===== src/rtl/core/lewf_ram.sv =====
// Generic single-port-write, single-read RAM with registered read data.
module lewf_ram #(
  parameter int WIDTH = 16,
  parameter int DEPTH = 256
) (
  input  logic                     clk,
  input  logic                     we,
  input  logic [$clog2(DEPTH)-1:0] waddr,
  input  logic [WIDTH-1:0]         wdata,
  input  logic [$clog2(DEPTH)-1:0] raddr,
  output logic [WIDTH-1:0]         rdata
);
  logic [WIDTH-1:0] mem [DEPTH];

  always_ff @(posedge clk) begin
    if (we) begin
      mem[waddr] <= wdata;
    end
    rdata <= mem[raddr];
  end
endmodule


===== config.mk =====
export PLATFORM = sky130hd
export DESIGN_NAME = lewf_ram
export DESIGN_NICKNAME = d
export VERILOG_FILES = /design/src/rtl/core/lewf_ram.sv
export SDC_FILE = /design/constraint.sdc
export NUM_CORES = 2
export LEC_CHECK = 0
export ABC_CLOCK_PERIOD_IN_PS = 4850
export BUFFER_PORTS_ARGS = -buffer_cell sky130_fd_sc_hd__buf_2
export CORE_UTILIZATION = 25
export CTS_CLUSTER_SIZE = 10
export DETAILED_ROUTE_END_ITERATION = 6
export GPL_ROUTABILITY_DRIVEN = 0
export SLEW_MARGIN = 20
export SYNTH_ARGS = -nofsm -noshare
export SYNTH_HDL_FRONTEND = slang
export SYNTH_SLANG_ARGS = --single-unit

===== constraint.sdc =====
create_clock -name clk -period 4.85 [get_ports clk]
set_input_delay 0.485 -clock clk [delete_from_list [all_inputs] [get_ports clk]]
set_output_delay 0.485 -clock clk [all_outputs]
set_load 0.05 [all_outputs]

==> After elaboration in Yosys (flattened, before gate mapping) <==
Memories as Yosys holds them, arrays and structs flattened. A register that Yosys moved wholly into a read port is not among the register bits.
Cells that the tools add are included.
{ "word_totals": {"reg_bits": 0, "latch_bits": 0, "ram_bits": 4096, "rom_bits": 0, "out_inout_bits": 16, "elab_cells": 3, "mem_count": 1} }
{ "memory_table": {"columns": ["name", "words", "word_bits", "rd", "rd_ports_with_merged_regs", "wr", "line", "source"], "rows": [
  ["mem", 256, 16, 1, 1, 1, "13", "logic [WIDTH-1:0] mem [DEPTH];"]
]} }
{ "op_classes": {"add_sub_neg": 0, "multipliers": 0, "div": 0, "magnitude_cmp": 0, "eq_ne": 0, "shift": 0, "n_mux": 2, "n_bitwise": 0, "reduce_logical": 0} }
{ "ops": {"columns": ["cell", "count"], "rows": [
  ["$mux W1", 2]
]} }

==> Depth between registers and ports, before layout <==
{ "depth": {"depth_word": 2, "ltp_mapped": 12, "depth_no_buf": 6} }

==> Worst setup path before layout <==
No wires, ideal clock.
{ "synth_path": {"path_kind": "input to register", "startpoint": "input port waddr[3]", "endpoint": "memory mem[235][0], enable pin", "setup_time_ns": 0.388, "arrival_time_ns": 2.262, "t_required_ns": 4.462, "path_slack_ns": 2.200, "cell_stages": 6, "path_buffers": 3, "cell_sequence": "clkbuf_1 nor2b_1 clkbuf_1 nand4_1 clkbuf_1 nor2_1"} }
{ "synth_lines": {"columns": ["element", "line", "source"], "rows": [
  ["start, declared", "8", "input logic [$clog2(DEPTH)-1:0] waddr,"],
  ["end, declared", "13", null]
]} }
No word-level cell before the write port.

==> impl_metrics.ini <==
[status]
status = finished clean

[setup_path]
rr_worst_depth = 8
critical-path-top-delay-family = buffers and inverters
r2r_setup_slack_ps = 1850
max_stage_delay_ps = 710
critPathLaunchType = primary input
worstSetupPathType = primary input to register
path_buf_inv = 4
startpoint = raddr[0]
cp_slowest_cell = o32ai_1
reg2reg_from = mem[129][0]$_DFFE_PP_
cp.arrival_ps = 4170
r2r_end = rdata[0]$_DFF_P_
cp-end-kind = register
crit_fanout = 47
path_cells = buf_12 > buf_12 > buf_4 > mux4_2 > mux4_2 > a22o_1 > o32ai_1 > buf_4 > nor4_1
critical_path_required_ps = 5690

[clocking]
cts_inserted_buffers = 455
clock_sinks = 4112
postCtsResizedCells = 0
path_clk_slew_ps = 60
clock_latency_ps = 1000
cts-root-buf = clkbuf_16
h-tree-depth = 5
cts_tree = yes
clock_path_buffers = 4
cts_setup_buffers = 0

[placement]
dpl.cell_count = 15900
placed_area_mm2 = 0.172
dp_slack_ps = 472
io_buffers = 49
post-dp-hpwl_um = 261000

[sta]
max_freq_mhz = 301
layout_min_cycle_time_ps = 3320
drv_slew = 0
finalWorstSetupSlack_ps = 1530
finalSetupViolations = 0
worst_pin_slew_ps = 1260
period_share = 0.685
fin_skew_ps = 76.7
rsz0062_at_grt = false
max-slew-margin-rel = 0.148
fin_setup_tns_ps = 0
hold_viol = 0

[floorplanning]
die-width_um = 799
die_area_mm2 = 0.638
io_pins = 50
rows = 292
core_mm2 = 0.632
dieHeight_um = 799
start_util = 0.251

[finish]
final_area_mm2 = 0.185
areaGrowthSynthToFinish_pct = 16.4
drive_gt1_frac = 0.254
final_cells = 16500
finalNetCount = 7980
filler_cell_count = 60900

[route]
first_pass_iters = 6
drc = 0
vias_per_cell = 4.77
drtIter0Drc = 10100
drtAntennaViolNets = 0
vias = 78700
wl_per_cell_um = 26.0
wl_um = 429000

[global_routing]
grt_pass1_vias = 77100
grt_max_degree = 177
antenna_found_initial = 35
overflow = 0
grt_pass1_wl_um = 603000
track_usage = 0.130

[power]
finalPower_mw = 73.3
power_density_mw_per_mm2 = 397
ir_drop_mv = 0.325
p_leak_nw = 56.9

[logic_synthesis]
synthTopCellsByArea = edfxtp_1, mux4_2, mux2i_1
synth_edf_count = 4096
syn_area_mm2 = 0.159
synthAdderAreaFrac = 0
ys.flop_type = edfxtp_1
yosysSeqAreaShare = 0.777
synthMostInstantiatedCell = edfxtp_1
syn_inst = 7360
synth_xor_area_frac = 0
syn_nets = 7394
synth_common_cells = edfxtp_1, mux4_2, mux2i_1, nor2_1, o221ai_1
synth_top_family_by_area = multiplexers
synthArstFlopShare = 0
synth_compound_area_frac = 0.0354
synth_warnings = 0
synth-simple-area-share = 0.0157
synth_top_area_frac = 0.775
ys_ff_latch = 4112
avgSynthCellArea_um2 = 21.6
yosysTopAreaCell = edfxtp_1
synthMuxAreaShare = 0.155
ys_types = 52

[run]
drv_cap = 0

[worst_hold_path]
hold_class = primary input to register
worstHoldStart = wdata[5]
whs_endpoint = mem[178][5]$_DFFE_PP_
worstHoldPathCells = 1
## logic make-up after synthesis
kind of cell | Yosys count
buffers and inverters | 456
and+or+nand+nor | 556
muxes | 1450
AOI/OAI and AO/OA | 786
DFF | 4112
## stage by stage
step | utilization | hold slack, ps
final | 0.292 | 42.7
after global routing | 0.292 | 28.1
after global placement | 0.272 | 973
after CTS | 0.292 | 7.65
after floorplan | - | 584
after detailed placement | 0.272 | 984
## what timing repair did
item,4_1_cts,5_1_grt
hold buffers,7,1
hold endpoints to repair,76,7
endpoints found under the setup margin,0,0
## power by group
part | total, mW | internal (mW) | switching [mW]
combinational | 3.80 | 1.28 | 2.52
sequential | 39.3 | 39.2 | 0.111
clock | 30.1 | 17.1 | 13.0
## sequential cells by signal, indices dropped and copies added, names as in the netlist
name and count:
mem 4096, rdata 16
## routing by layer
metal | vias up | routed length (µm) | track usage
li1 | 32300 | - | -
met1 | 42500 | 179000 | 0.181
met2 | 3428 | 202000 | 0.210
met3 | 558 | 34200 | 0.0204
met4 | 16 | 13700 | 0.0362
met5 | - | 106 | 0
## layout make-up
type	instances	area [µm²]	area share
Antenna cell	28	70.1	0.000379
Clock buffer	566	11900	0.0646
Clock inverter	29	485	0.00263
Inverter	4	27.5	0.000149
Multi-Input combinational cell	2792	33100	0.179
Sequential cell	4112	123000	0.668
Tap cell	8379	10500	0.0568
Timing Repair Buffer	581	5320	0.0288
## how the worst max path moves through the flow
stage,to,slack (ps),cells after the start
final,rdata[0]$_DFF_P_,1530,9
after global routing,rdata[0]$_DFF_P_,1460,9
after CTS,rdata[0]$_DFF_P_,1520,9
after detailed placement,rdata[0]$_DFF_P_,470,9
after global placement,rdata[0]$_DFF_P_,470,9
after floorplan,mem[235][0]$_DFFE_PP_,2200,6
## placed cells by master (no fill, tap or decap), types with 7 or more instances in the layout
cell and instances:
a211oi_1 18, a21oi_1 175, a221oi_1 28, a22o_1 32
a22oi_1 43, and3_1 11, buf_12 68, buf_2 28
buf_4 457, buf_8 17, clkbuf_1 105, clkbuf_16 461
clkinv_16 7, dfxtp_1 16, diode_2 28, dlygate4sd3_1 8
edfxtp_1 4096, mux2_2 88, mux2i_1 565, mux4_2 797
nand2_1 37, nand3_1 26, nand3_2 9, nand4_1 26
nor2_1 232, nor2_2 66, nor2b_1 9, nor3_1 89
nor4_1 16, o21ai_0 36, o221ai_1 252, o22ai_1 148
o31ai_1 13, o32ai_1 16
## worst reg2reg max path: stages, from the launching register on
cell and delay (ps):
edfxtp_1 370, mux4_2 460, mux2_2 290, a221oi_1 700, o31ai_1 180, buf_4 210
o32ai_1 420, buf_4 230, nor4_1 40
Note: power is estimated with default switching activity, not from simulation.
